File: src/hdl/aled_pkg.sv
// Shared types and constants for the addressable LED line driver.
package aled_pkg;

  localparam int unsigned BitsPerByte = 8;
  localparam int unsigned BitCntW     = $clog2(BitsPerByte + 1);
  localparam int unsigned CfgIdxW     = 3;
  localparam int unsigned CfgDataW    = 16;

  typedef enum logic {
    CMD_TICK = 1'b0,
    CMD_PUSH = 1'b1
  } cmd_e;

  typedef enum logic [CfgIdxW-1:0] {
    CFG_T0_HIGH     = 3'd0,
    CFG_T0_LOW      = 3'd1,
    CFG_T1_HIGH     = 3'd2,
    CFG_T1_LOW      = 3'd3,
    CFG_RESET_TICKS = 3'd4
  } cfg_idx_e;

  typedef enum logic [3:0] {
    PH_IDLE  = 4'b0001,
    PH_HIGH  = 4'b0010,
    PH_LOW   = 4'b0100,
    PH_RESET = 4'b1000
  } phase_e;

  typedef struct packed {
    logic line_level;
    logic byte_taken;
    logic busy_res;
  } res_t;

  localparam logic [7:0]  T0HighRst     = 8'd14;
  localparam logic [7:0]  T0LowRst      = 8'd44;
  localparam logic [7:0]  T1HighRst     = 8'd43;
  localparam logic [7:0]  T1LowRst      = 8'd15;
  localparam logic [15:0] ResetTicksRst = 16'd14400;

endpackage

File: src/hdl/aled_if.sv
// Request and result channel interfaces of the LED line driver.
interface aled_req_if;
  logic       valid;
  logic       ready;
  logic       command;
  logic [7:0] data_byte;
  logic       frame_end;

  modport source (output valid, command, data_byte, frame_end, input ready);
  modport sink (input valid, command, data_byte, frame_end, output ready);
endinterface

interface aled_res_if;
  logic valid;
  logic ready;
  logic line_level;
  logic byte_taken;
  logic busy_res;

  modport source (output valid, line_level, byte_taken, busy_res, input ready);
  modport sink (input valid, line_level, byte_taken, busy_res, output ready);
endinterface

File: src/hdl/addressable_led_line_driver.sv
// Addressable LED line driver: bit encoder, holding register and result buffer.
// A result is registered in the output register at the accept edge, or in the skid entry while the output is held.
// Throughput: one request per cycle while the skid entry is empty; all state updates in the accept cycle.
// A two-entry result buffer (output register plus skid) decouples req ready
// from res ready, so ready is a flop and back-pressure costs no bubble.
// Reset (async, active low): line idle, holding empty, timing registers at
// their defaults (14/44/43/15 ticks, frame reset 14400 ticks), buffer empty.
module addressable_led_line_driver (
  input  logic                               clk_i,
  input  logic                               rst_ni,
  input  logic                               cfg_we_i,
  input  logic [aled_pkg::CfgIdxW-1:0]       cfg_idx_i,
  input  logic [aled_pkg::CfgDataW-1:0]      cfg_data_i,
  aled_req_if.sink                           req_if,
  aled_res_if.source                         res_if
);

  // Timing registers
  logic [7:0]  t0_high_q, t0_low_q, t1_high_q, t1_low_q;
  logic [15:0] reset_ticks_q;

  // Encoder state
  aled_pkg::phase_e              phase_q, phase_d;
  logic [15:0]                   count_q, count_d;
  logic [7:0]                    shift_q, shift_d;
  logic [aled_pkg::BitCntW-1:0]  bits_q, bits_d;
  logic [7:0]                    hold_byte_q, hold_byte_d;
  logic                          hold_valid_q, hold_valid_d;
  logic                          hold_fe_q, hold_fe_d;
  logic                          cur_fe_q, cur_fe_d;

  // Result buffer
  logic            out_valid_q, skid_valid_q;
  aled_pkg::res_t  out_q, skid_q;
  aled_pkg::res_t  res_d;

  logic req_fire, res_pop;

  assign req_if.ready = ~skid_valid_q;
  assign req_fire     = req_if.valid & req_if.ready;
  assign res_pop      = out_valid_q & res_if.ready;

  // Clamp a zero length to one tick
  function automatic logic [15:0] at_least_one8(input logic [7:0] v);
    return (v == 8'd0) ? 16'd1 : {8'd0, v};
  endfunction

  // --------------------------------------------------------------------------
  // Next state and result for the accepted request.
  // A tick on an idle line with a held byte loads it and starts its first bit
  // in the same tick; a phase that runs out hands over at once to the next.
  // --------------------------------------------------------------------------
  always_comb begin
    logic [7:0] shifted;
    logic [aled_pkg::BitCntW-1:0] bits_dec;
    logic run;

    phase_d      = phase_q;
    count_d      = count_q;
    shift_d      = shift_q;
    bits_d       = bits_q;
    hold_byte_d  = hold_byte_q;
    hold_valid_d = hold_valid_q;
    hold_fe_d    = hold_fe_q;
    cur_fe_d     = cur_fe_q;
    res_d        = '0;
    shifted      = '0;
    bits_dec     = '0;
    run          = 1'b0;

    if (req_if.command == aled_pkg::CMD_PUSH) begin
      // Push: no time passes, report the present level
      res_d.line_level = (phase_q == aled_pkg::PH_HIGH);
      res_d.busy_res   = (phase_q != aled_pkg::PH_IDLE);
      if (!hold_valid_q) begin
        hold_byte_d      = req_if.data_byte;
        hold_fe_d        = req_if.frame_end;
        hold_valid_d     = 1'b1;
        res_d.byte_taken = 1'b1;
      end
    end else begin
      run = 1'b1;
      if (phase_q == aled_pkg::PH_IDLE) begin
        if (hold_valid_q) begin
          shift_d      = hold_byte_q;
          bits_d       = aled_pkg::BitCntW'(aled_pkg::BitsPerByte);
          cur_fe_d     = hold_fe_q;
          hold_valid_d = 1'b0;
          phase_d      = aled_pkg::PH_HIGH;
          count_d      = at_least_one8(hold_byte_q[7] ? t1_high_q : t0_high_q);
        end else begin
          run = 1'b0;
        end
      end

      if (run) begin
        res_d.line_level = (phase_d == aled_pkg::PH_HIGH);
        res_d.busy_res   = 1'b1;
        if (count_d > 16'd1) begin
          count_d = count_d - 16'd1;
        end else begin
          shifted  = {shift_d[6:0], 1'b0};
          bits_dec = bits_d - aled_pkg::BitCntW'(1);
          unique case (phase_d)
            aled_pkg::PH_HIGH: begin
              phase_d = aled_pkg::PH_LOW;
              count_d = at_least_one8(shift_d[7] ? t1_low_q : t0_low_q);
            end
            aled_pkg::PH_LOW: begin
              shift_d = shifted;
              bits_d  = bits_dec;
              if (bits_dec != '0) begin
                phase_d = aled_pkg::PH_HIGH;
                count_d = at_least_one8(shifted[7] ? t1_high_q : t0_high_q);
              end else if (cur_fe_d) begin
                phase_d = aled_pkg::PH_RESET;
                count_d = (reset_ticks_q == 16'd0) ? 16'd1 : reset_ticks_q;
              end else if (hold_valid_d) begin
                // Next byte follows with no gap
                shift_d      = hold_byte_q;
                bits_d       = aled_pkg::BitCntW'(aled_pkg::BitsPerByte);
                cur_fe_d     = hold_fe_q;
                hold_valid_d = 1'b0;
                phase_d      = aled_pkg::PH_HIGH;
                count_d      = at_least_one8(hold_byte_q[7] ? t1_high_q : t0_high_q);
              end else begin
                phase_d = aled_pkg::PH_IDLE;
                count_d = '0;
              end
            end
            default: begin
              phase_d  = aled_pkg::PH_IDLE;
              count_d  = '0;
              cur_fe_d = 1'b0;
            end
          endcase
        end
      end
    end
  end

  // Timing registers: decode the write index, drop writes beyond the list
  always_ff @(posedge clk_i or negedge rst_ni) begin
    if (!rst_ni) begin
      t0_high_q     <= aled_pkg::T0HighRst;
      t0_low_q      <= aled_pkg::T0LowRst;
      t1_high_q     <= aled_pkg::T1HighRst;
      t1_low_q      <= aled_pkg::T1LowRst;
      reset_ticks_q <= aled_pkg::ResetTicksRst;
    end else if (cfg_we_i) begin
      unique case (cfg_idx_i)
        aled_pkg::CFG_T0_HIGH:     t0_high_q     <= cfg_data_i[7:0];
        aled_pkg::CFG_T0_LOW:      t0_low_q      <= cfg_data_i[7:0];
        aled_pkg::CFG_T1_HIGH:     t1_high_q     <= cfg_data_i[7:0];
        aled_pkg::CFG_T1_LOW:      t1_low_q      <= cfg_data_i[7:0];
        aled_pkg::CFG_RESET_TICKS: reset_ticks_q <= cfg_data_i;
        default: ;
      endcase
    end
  end

  // Encoder control state
  always_ff @(posedge clk_i or negedge rst_ni) begin
    if (!rst_ni) begin
      phase_q      <= aled_pkg::PH_IDLE;
      count_q      <= '0;
      bits_q       <= '0;
      hold_valid_q <= 1'b0;
      cur_fe_q     <= 1'b0;
    end else if (req_fire) begin
      phase_q      <= phase_d;
      count_q      <= count_d;
      bits_q       <= bits_d;
      hold_valid_q <= hold_valid_d;
      cur_fe_q     <= cur_fe_d;
    end
  end

  // Byte payloads, only read once qualified by the control state
  always_ff @(posedge clk_i) begin
    if (req_fire) begin
      shift_q     <= shift_d;
      hold_byte_q <= hold_byte_d;
      hold_fe_q   <= hold_fe_d;
    end
  end

  // Result buffer: output register with a skid entry behind it
  always_ff @(posedge clk_i or negedge rst_ni) begin
    if (!rst_ni) begin
      out_valid_q  <= 1'b0;
      skid_valid_q <= 1'b0;
    end else if (skid_valid_q) begin
      if (res_pop) begin
        skid_valid_q <= 1'b0;
      end
    end else if (req_fire) begin
      out_valid_q <= 1'b1;
      if (out_valid_q && !res_pop) begin
        skid_valid_q <= 1'b1;
      end
    end else if (res_pop) begin
      out_valid_q <= 1'b0;
    end
  end

  always_ff @(posedge clk_i) begin
    if (skid_valid_q) begin
      if (res_pop) begin
        out_q <= skid_q;
      end
    end else if (req_fire) begin
      if (!out_valid_q || res_pop) begin
        out_q <= res_d;
      end else begin
        skid_q <= res_d;
      end
    end
  end

  assign res_if.valid      = out_valid_q;
  assign res_if.line_level = out_q.line_level;
  assign res_if.byte_taken = out_q.byte_taken;
  assign res_if.busy_res   = out_q.busy_res;

  // --------------------------------------------------------------------------
  // Assertions
  // --------------------------------------------------------------------------
  a_skid_behind_out: assert property (@(posedge clk_i) disable iff (!rst_ni)
    skid_valid_q |-> out_valid_q)
    else $error("skid entry full while output register empty");

  a_active_count: assert property (@(posedge clk_i) disable iff (!rst_ni)
    (phase_q != aled_pkg::PH_IDLE) |-> (count_q != 16'd0))
    else $error("active phase with zero tick count");

  a_idle_no_frame_end: assert property (@(posedge clk_i) disable iff (!rst_ni)
    (phase_q == aled_pkg::PH_IDLE) |-> !cur_fe_q)
    else $error("frame end mark left set on idle line");

  a_bits_in_range: assert property (@(posedge clk_i) disable iff (!rst_ni)
    ((phase_q == aled_pkg::PH_HIGH) || (phase_q == aled_pkg::PH_LOW)) |->
      ((bits_q != '0) && (bits_q <= aled_pkg::BitCntW'(aled_pkg::BitsPerByte))))
    else $error("bit count out of range during a bit");

  a_hold_drains_on_tick: assert property (@(posedge clk_i) disable iff (!rst_ni)
    $fell(hold_valid_q) |-> $past(req_fire && (req_if.command == aled_pkg::CMD_TICK)))
    else $error("holding register emptied without a tick");

endmodule

File: src/flat_wrapper.sv
// flat-port wrapper written by rule: the top's interface ports become plain ports
module addressable_led_line_driver_flat 
  (clk_i, rst_ni, cfg_we_i, cfg_idx_i, cfg_data_i, req_if_valid, req_if_command, req_if_data_byte, req_if_frame_end, req_if_ready, res_if_valid, res_if_line_level, res_if_byte_taken, res_if_busy_res, res_if_ready);
  aled_req_if req_if_i ();
  aled_res_if res_if_i ();
  input  logic clk_i;
  input  logic rst_ni;
  input  logic cfg_we_i;
  input  logic [aled_pkg::CfgIdxW-1:0] cfg_idx_i;
  input  logic [aled_pkg::CfgDataW-1:0] cfg_data_i;
  input wire logic [$bits(req_if_i.valid)-1:0] req_if_valid;
  input wire logic [$bits(req_if_i.command)-1:0] req_if_command;
  input wire logic [$bits(req_if_i.data_byte)-1:0] req_if_data_byte;
  input wire logic [$bits(req_if_i.frame_end)-1:0] req_if_frame_end;
  output wire logic [$bits(req_if_i.ready)-1:0] req_if_ready;
  output wire logic [$bits(res_if_i.valid)-1:0] res_if_valid;
  output wire logic [$bits(res_if_i.line_level)-1:0] res_if_line_level;
  output wire logic [$bits(res_if_i.byte_taken)-1:0] res_if_byte_taken;
  output wire logic [$bits(res_if_i.busy_res)-1:0] res_if_busy_res;
  input wire logic [$bits(res_if_i.ready)-1:0] res_if_ready;
  assign req_if_i.valid = req_if_valid;
  assign req_if_i.command = req_if_command;
  assign req_if_i.data_byte = req_if_data_byte;
  assign req_if_i.frame_end = req_if_frame_end;
  assign req_if_ready = req_if_i.ready;
  assign res_if_valid = res_if_i.valid;
  assign res_if_line_level = res_if_i.line_level;
  assign res_if_byte_taken = res_if_i.byte_taken;
  assign res_if_busy_res = res_if_i.busy_res;
  assign res_if_i.ready = res_if_ready;
  addressable_led_line_driver u_core (.clk_i(clk_i), .rst_ni(rst_ni), .cfg_we_i(cfg_we_i), .cfg_idx_i(cfg_idx_i), .cfg_data_i(cfg_data_i), .req_if(req_if_i), .res_if(res_if_i));
endmodule
File: config.mk
export PLATFORM = sky130hd
export DESIGN_NAME = addressable_led_line_driver_flat
export DESIGN_NICKNAME = d
export VERILOG_FILES = /design/src/hdl/aled_pkg.sv /design/src/hdl/aled_if.sv /design/src/hdl/addressable_led_line_driver.sv /design/src/flat_wrapper.sv
export SDC_FILE = /design/constraint.sdc
export NUM_CORES = 1
export LEC_CHECK = 0
export BUFFER_PORTS_ARGS = -buffer_cell sky130_fd_sc_hd__buf_2
export CORE_MARGIN = 2
export CORE_UTILIZATION = 35
export CTS_BUF_LIST = sky130_fd_sc_hd__clkbuf_2 sky130_fd_sc_hd__clkbuf_4 sky130_fd_sc_hd__clkbuf_8
export CTS_CLUSTER_SIZE = 8
export DETAILED_ROUTE_END_ITERATION = 16
export HOLD_SLACK_MARGIN = 0.1
export PLACE_DENSITY = 0.51
export SYNTH_ARGS = -nofsm -noshare
export SYNTH_HDL_FRONTEND = slang
export SYNTH_SLANG_ARGS = --single-unit
export TNS_END_PERCENT = 5
File: constraint.sdc
create_clock -name clk_i -period 6.8 [get_ports clk_i]
set_input_delay 1.02 -clock clk_i [delete_from_list [all_inputs] [get_ports clk_i]]
set_output_delay 1.02 -clock clk_i [all_outputs]
set_load 0.02 [all_outputs]
== Word-level counts from Yosys, hierarchy flattened ==
Index checks and enable logic that the tools add are counted.

* Bits of input ports: 34
* Flip-flop bits (word level): 99
* Output and inout port bits: 5

* Bitwise logic cells: 6
* Multiplexer cells: 79
* Equal/unequal tests: 10
* Add/subtract/negate cells: 2
* Reductions and logical operators: 23
* Order comparisons: 1

{| class="wikitable"
|+ Operator list
! cell !! number
|-
| $mux W16 || 9
|-
| $mux W8 || 15
|-
| $mux W4 || 16
|-
| $pmux W16 S2 || 1
|-
| $mux W1 || 31
|-
| $logic_not A8 Y1 || 3
|-
| $gt A16 B1 Y1 const B || 1
|-
| $logic_not A16 Y1 || 1
|-
| $sub A16 B1 Y16 const B || 1
|-
| $reduce_and A2 Y1 || 7
|-
| $mux W3 || 4
|-
| $reduce_and A3 Y1 || 3
|-
| $eq A4 B2 Y1 const B || 2
|-
| $pmux W4 S2 || 1
|-
| $eq A3 B2 Y1 const B || 2
|-
| $reduce_bool A2 Y1 || 3
|-
| $eq A4 B1 Y1 const B || 1
|-
| $eq A4 B3 Y1 const B || 1
|-
| $ne A4 B1 Y1 const B || 1
|-
| $not A1 Y1 || 4
|-
| $reduce_bool A4 Y1 || 1
|-
| $sub A4 B1 Y4 const B || 1
|-
| $eq A3 B1 Y1 const B || 1
|-
| $eq A3 B3 Y1 const B || 1
|-
| other kinds (8) || 10
|}

== Depth between registers and ports, before layout ==
* Word-level depth: 10
* Depth in mapped cells: 17
* Mapped depth without buffers: 12

== Least setup slack after synthesis ==
OpenSTA, ideal clock, no wires.

* Path kind: register to register
* Start: register u_core.phase_q[0]
* End: register u_core.shift_q[6] (data pin)
* Slack: 3.560 ns
* Data arrival time: 2.961 ns
* Cell stages (with the launch flop): 16
* Data required time: 6.522 ns
* Path through: dfstp_2 > and2b_1 > nand3_2 > buf_6 > clkbuf_1 > clkbuf_1 > nand2_1 > inv_1 > ha_1 > and3b_1 > a32oi_2 > nand2b_1 > buf_2 > mux2_2 > nor2_1 > a21oi_1

* Cells in the longest elaborated chain, start to end: 9

{| class="wikitable"
|+ RTL lines
! item !! line !! RTL
|-
| start: declaration || addressable_led_line_driver.sv:23 || <nowiki>aled_pkg::phase_e phase_q, phase_d;</nowiki>
|-
| start signal: assignment || addressable_led_line_driver.sv:165 || <nowiki>phase_q <= aled_pkg::PH_IDLE;</nowiki>
|-
| start signal: assignment || addressable_led_line_driver.sv:171 || <nowiki>phase_q <= phase_d;</nowiki>
|-
| $eq A4 B1 Y1 || addressable_led_line_driver.sv:83 || <nowiki>if (phase_q == aled_pkg::PH_IDLE) begin</nowiki>
|-
| $mux W4, or another cell as far along || addressable_led_line_driver.sv:83 ||
|-
| $mux W4, or another cell as far along || addressable_led_line_driver.sv:71 || <nowiki>if (req_if.command == aled_pkg::CMD_PUSH) begin</nowiki>
|-
| $sub A4 B1 Y4 / $mux W8 (equally long branches) || addressable_led_line_driver.sv:103, addressable_led_line_driver.sv:118 ||
|-
| $reduce_bool A4 Y1 / $mux W8 (equally long branches) || addressable_led_line_driver.sv:112, addressable_led_line_driver.sv:115 ||
|-
| $mux W8 || addressable_led_line_driver.sv:112 || <nowiki>if (bits_dec != '0) begin</nowiki>
|-
| $mux W8 || addressable_led_line_driver.sv:104 || <nowiki>unique case (phase_d)</nowiki>
|-
| $mux W8 || addressable_led_line_driver.sv:99 || <nowiki>if (count_d > 16'd1) begin</nowiki>
|-
| $mux W8 (*) || addressable_led_line_driver.sv:96 || <nowiki>if (run) begin</nowiki>
|-
| end signal: assignment || addressable_led_line_driver.sv:182 || <nowiki>shift_q <= shift_d;</nowiki>
|-
| end: declaration || addressable_led_line_driver.sv:25 || <nowiki>logic [7:0] shift_q, shift_d;</nowiki>
|}

Every way passes the cells marked *; elsewhere a longest branch is shown, timed or not. The select of a mux whose other input is x is not followed.
A chain may end at the register's enable or synchronous reset.

== Worst setup path after layout ==
* Start: register u_core.phase_q[1]
* End: register u_core.shift_q[6] (data pin)

Same word-level chain as after synthesis.

==> metrics.yaml <==
run_status:
  status: "finished clean"
min_path:
  min_from: "u_core.t0_low_q[0]"
  hold_depth: 1
  min-delay-path-class: "register to register"
  hold_path_end: "u_core.t0_low_q[0]"
cts:
  clk_latency_ps: 400
  root_buffer: "clkbuf_8"
  cts.htree.levels: 3
  cts_setup_buffers: 0
  path_clk_slew_ps: 100
  cts_num_sinks: 99
  cts_tree: "yes"
  post_cts_resized: 0
  cts_buffer_depth: 2
  cts_hold_buf: 0
  cts_buffers: 9
worst_setup_path:
  end_kind: "register"
  worstPathMaxFanout: 29
  reg2reg_to: "u_core.shift_q[6]"
  reg2reg_slack_ps: 2420
  r2r-start: "u_core.phase_q[1]"
  critical_path_class: "register to register"
  reg2regPathDepth: 11
  critPathArrivalTime_ps: 4530
  cp.required_ps: 6950
  start_kind: "register"
detailed_routing:
  drc_errors: 0
  dr_total_vias: 4544
  drtAntennaViolNets: 0
  finalWirelength_mm: 15.5
  dr.pass1.iters: 5
  vias_per_cell: 5.67
  drtIter0Drc: 431
  wl_per_cell_um: 19.4
global_route:
  antenna_found_initial: 0
  grt_max_degree: 77
  track_usage_pct: 18.4
  overflow: 0
  met2_usage_pct: 29.4
  grt.met3_usage_pct: 4.04
  grt_pass1_wl_mm: 25.0
  grtUsageMet1_pct: 24.9
  top_usage_layer: "met2"
  grt_pass1_vias: 4466
pwr:
  ir_worst_vdd_uv: 190
  p_sw_share_pct: 37.7
  seqPwrFrac_pct: 48.8
  p_switching_mw: 0.687
  powerDensity_mw_per_mm2: 291
  cellInternalPower_mw: 1.14
  power.share.clock_pct: 20.5
  combPwrFrac_pct: 30.7
  p_leak_nw: 2.49
synthesis:
  netlist_instances: 559
  syn_area_per_cell_um2: 10.3
  synthArstFlopShare_pct: 76.8
  ys_top_cells_by_count: "dfrtp_1, nand2_1, mux2_2, a21oi_1, nor2_1"
  yosysTopAreaCell: "dfrtp_1"
  ys_ff_latch: 99
  synth_fp_nets: 597
  synth_top_area_share_pct: 24.9
  netlist_area_mm2: 0.00573
  synth_area_leaders: "dfrtp_1, edfxtp_1, mux2_2, dfstp_2, mux2i_1"
  ys_seq_area_share_pct: 45.6
  ys_warn_count: 0
  synth.distinct_cells: 76
  synth_edf_count: 23
  synth-main-ff-cell: "dfrtp_1"
final_layout:
  insertedDiodeCount: 0
  fillers: 1590
  drive_gt1_share_pct: 26.1
  final_util_pct: 39.3
  seq_area_mm2: 0.00262
  multi_input_area_mm2: 0.00292
  final_nets: 619
  area_growth_pct: 9.36
placement:
  io_buffers: 38
  gp_congestion: 0.965
  dp_slack_ps: 2450
  dp_hpwl_mm: 11.1
sta:
  maxSlewViolCount: 0
  fin_hold_ws_ps: 530
  min_period_ps: 4380
  worst_slack_ps: 2420
  finalHoldViolations: 0
  fin_crit_sh_pct: 64.4
  finClkSkew_ps: 17.2
  clock.fmax_mhz: 228
  setup_violations: 0
  rsz0062_at_grt: "false"
  tns_ps: 0
  slew_headroom_pct: 28.1
  worst_pin_slew_ps: 1080
die:
  core_mm2: 0.0159
  initial_core_util_pct: 36.0
  die_h_um: 132
  dieArea_mm2: 0.0174
  io_pins: 39
  rows: 46
  die_x_um: 132
job:
  maxCapViolCount: 0
-- area by class of cell --
type                    instances  area share, %
well taps                     216           4.31
flip-flops and latches         99           41.7
clock buffers                  10           2.20
repair buffers                 43           3.67
clock inverters                 6          0.758
inverters                      12          0.719
multi-input cells             416           46.6
-- state kept, by name, indices dropped and copies added, names as in the netlist, 3 cells and up --
name	flops
u_core.t1_low_q	8
u_core.skid_q	3
u_core.t1_high_q	8
u_core.phase_q	4
u_core.shift_q	8
u_core.hold_byte_q	8
u_core.reset_ticks_q	16
u_core.t0_low_q	8
u_core.count_q	16
u_core.bits_q	4
u_core.t0_high_q	8
-- layout by cell type, fill, tap and decap left out, types with 10 or more instances in the layout --
master    netlist  final
nor2_1         40     40
dfstp_2        19     19
nand2_1        57     57
mux2_2         54     54
buf_2          13     37
dfrtp_1        57     57
nor4_1         15     15
clkbuf_8        0     10
o21ai_0        34     34
edfxtp_1       23     23
inv_1          12     12
mux2i_1        28     28
nor3_1         19     18
a21oi_1        42     42
-- worst max-delay path by stage --
stage               slack, ps                end               from  cells after the start
floorplan                3560  u_core.shift_q[6]  u_core.phase_q[0]                     15
global placement         2570  u_core.shift_q[6]  u_core.phase_q[1]                     11
detailed placement       2450  u_core.shift_q[6]  u_core.phase_q[1]                     11
CTS                      2420  u_core.shift_q[6]  u_core.phase_q[1]                     11
global route             2100  u_core.shift_q[6]  u_core.phase_q[1]                     11
finish                   2420  u_core.shift_q[6]  u_core.phase_q[1]                     11
-- critical path: stages (launching register included) --
cell and delay [ps]:
dfrtp_1 560, and2b_1 360, nand3_2 580, nand2_1 290
inv_1 60, ha_1 200, and3b_1 180, a32oi_2 830
nand2b_1 550, mux2_2 390, nor2_1 80, a21oi_1 40
-- stage by stage --
| stage | instances | cell area (µm²) | power [mW] |
|---|---|---|---|
| finish | 802 | 6270 | 1.82 |
| global route | 802 | 6270 | 1.94 |
| CTS | 802 | 6270 | 1.83 |
| floorplan | 559 | 5730 | 1.28 |
| detailed placement | 786 | 6080 | 1.45 |
| global placement | 786 | 6080 | 1.44 |
-- logic make-up after synthesis --
group,count (synthesis),synth area share [%]
AOI/OAI and AO/OA,148,17.3
xor gates and xnor gates,5,0.764
adders and majority gates,4,0.873
buffers and inverters,44,3.56
DFF,99,45.6
muxes,82,15.5
and+or+nand+nor,177,16.3
-- power groups by stage --
stage / clock [mW] / sequential, mW / combinational, mW
floorplan: 0 / 0.852 / 0.425
global placement: 0 / 0.892 / 0.548
detailed placement: 0 / 0.898 / 0.554
CTS: 0.388 / 0.886 / 0.556
global route: 0.406 / 0.909 / 0.621
finish: 0.373 / 0.890 / 0.560
-- routing by layer --
| layer | up-vias | routed length, µm |
|---|---|---|
| met5 | - | 0 |
| met4 | 0 | 294 |
| met3 | 22 | 906 |
| met2 | 175 | 7180 |
| met1 | 2207 | 7150 |
| li1 | 2140 | - |
(Power assumes the default switching activity.)
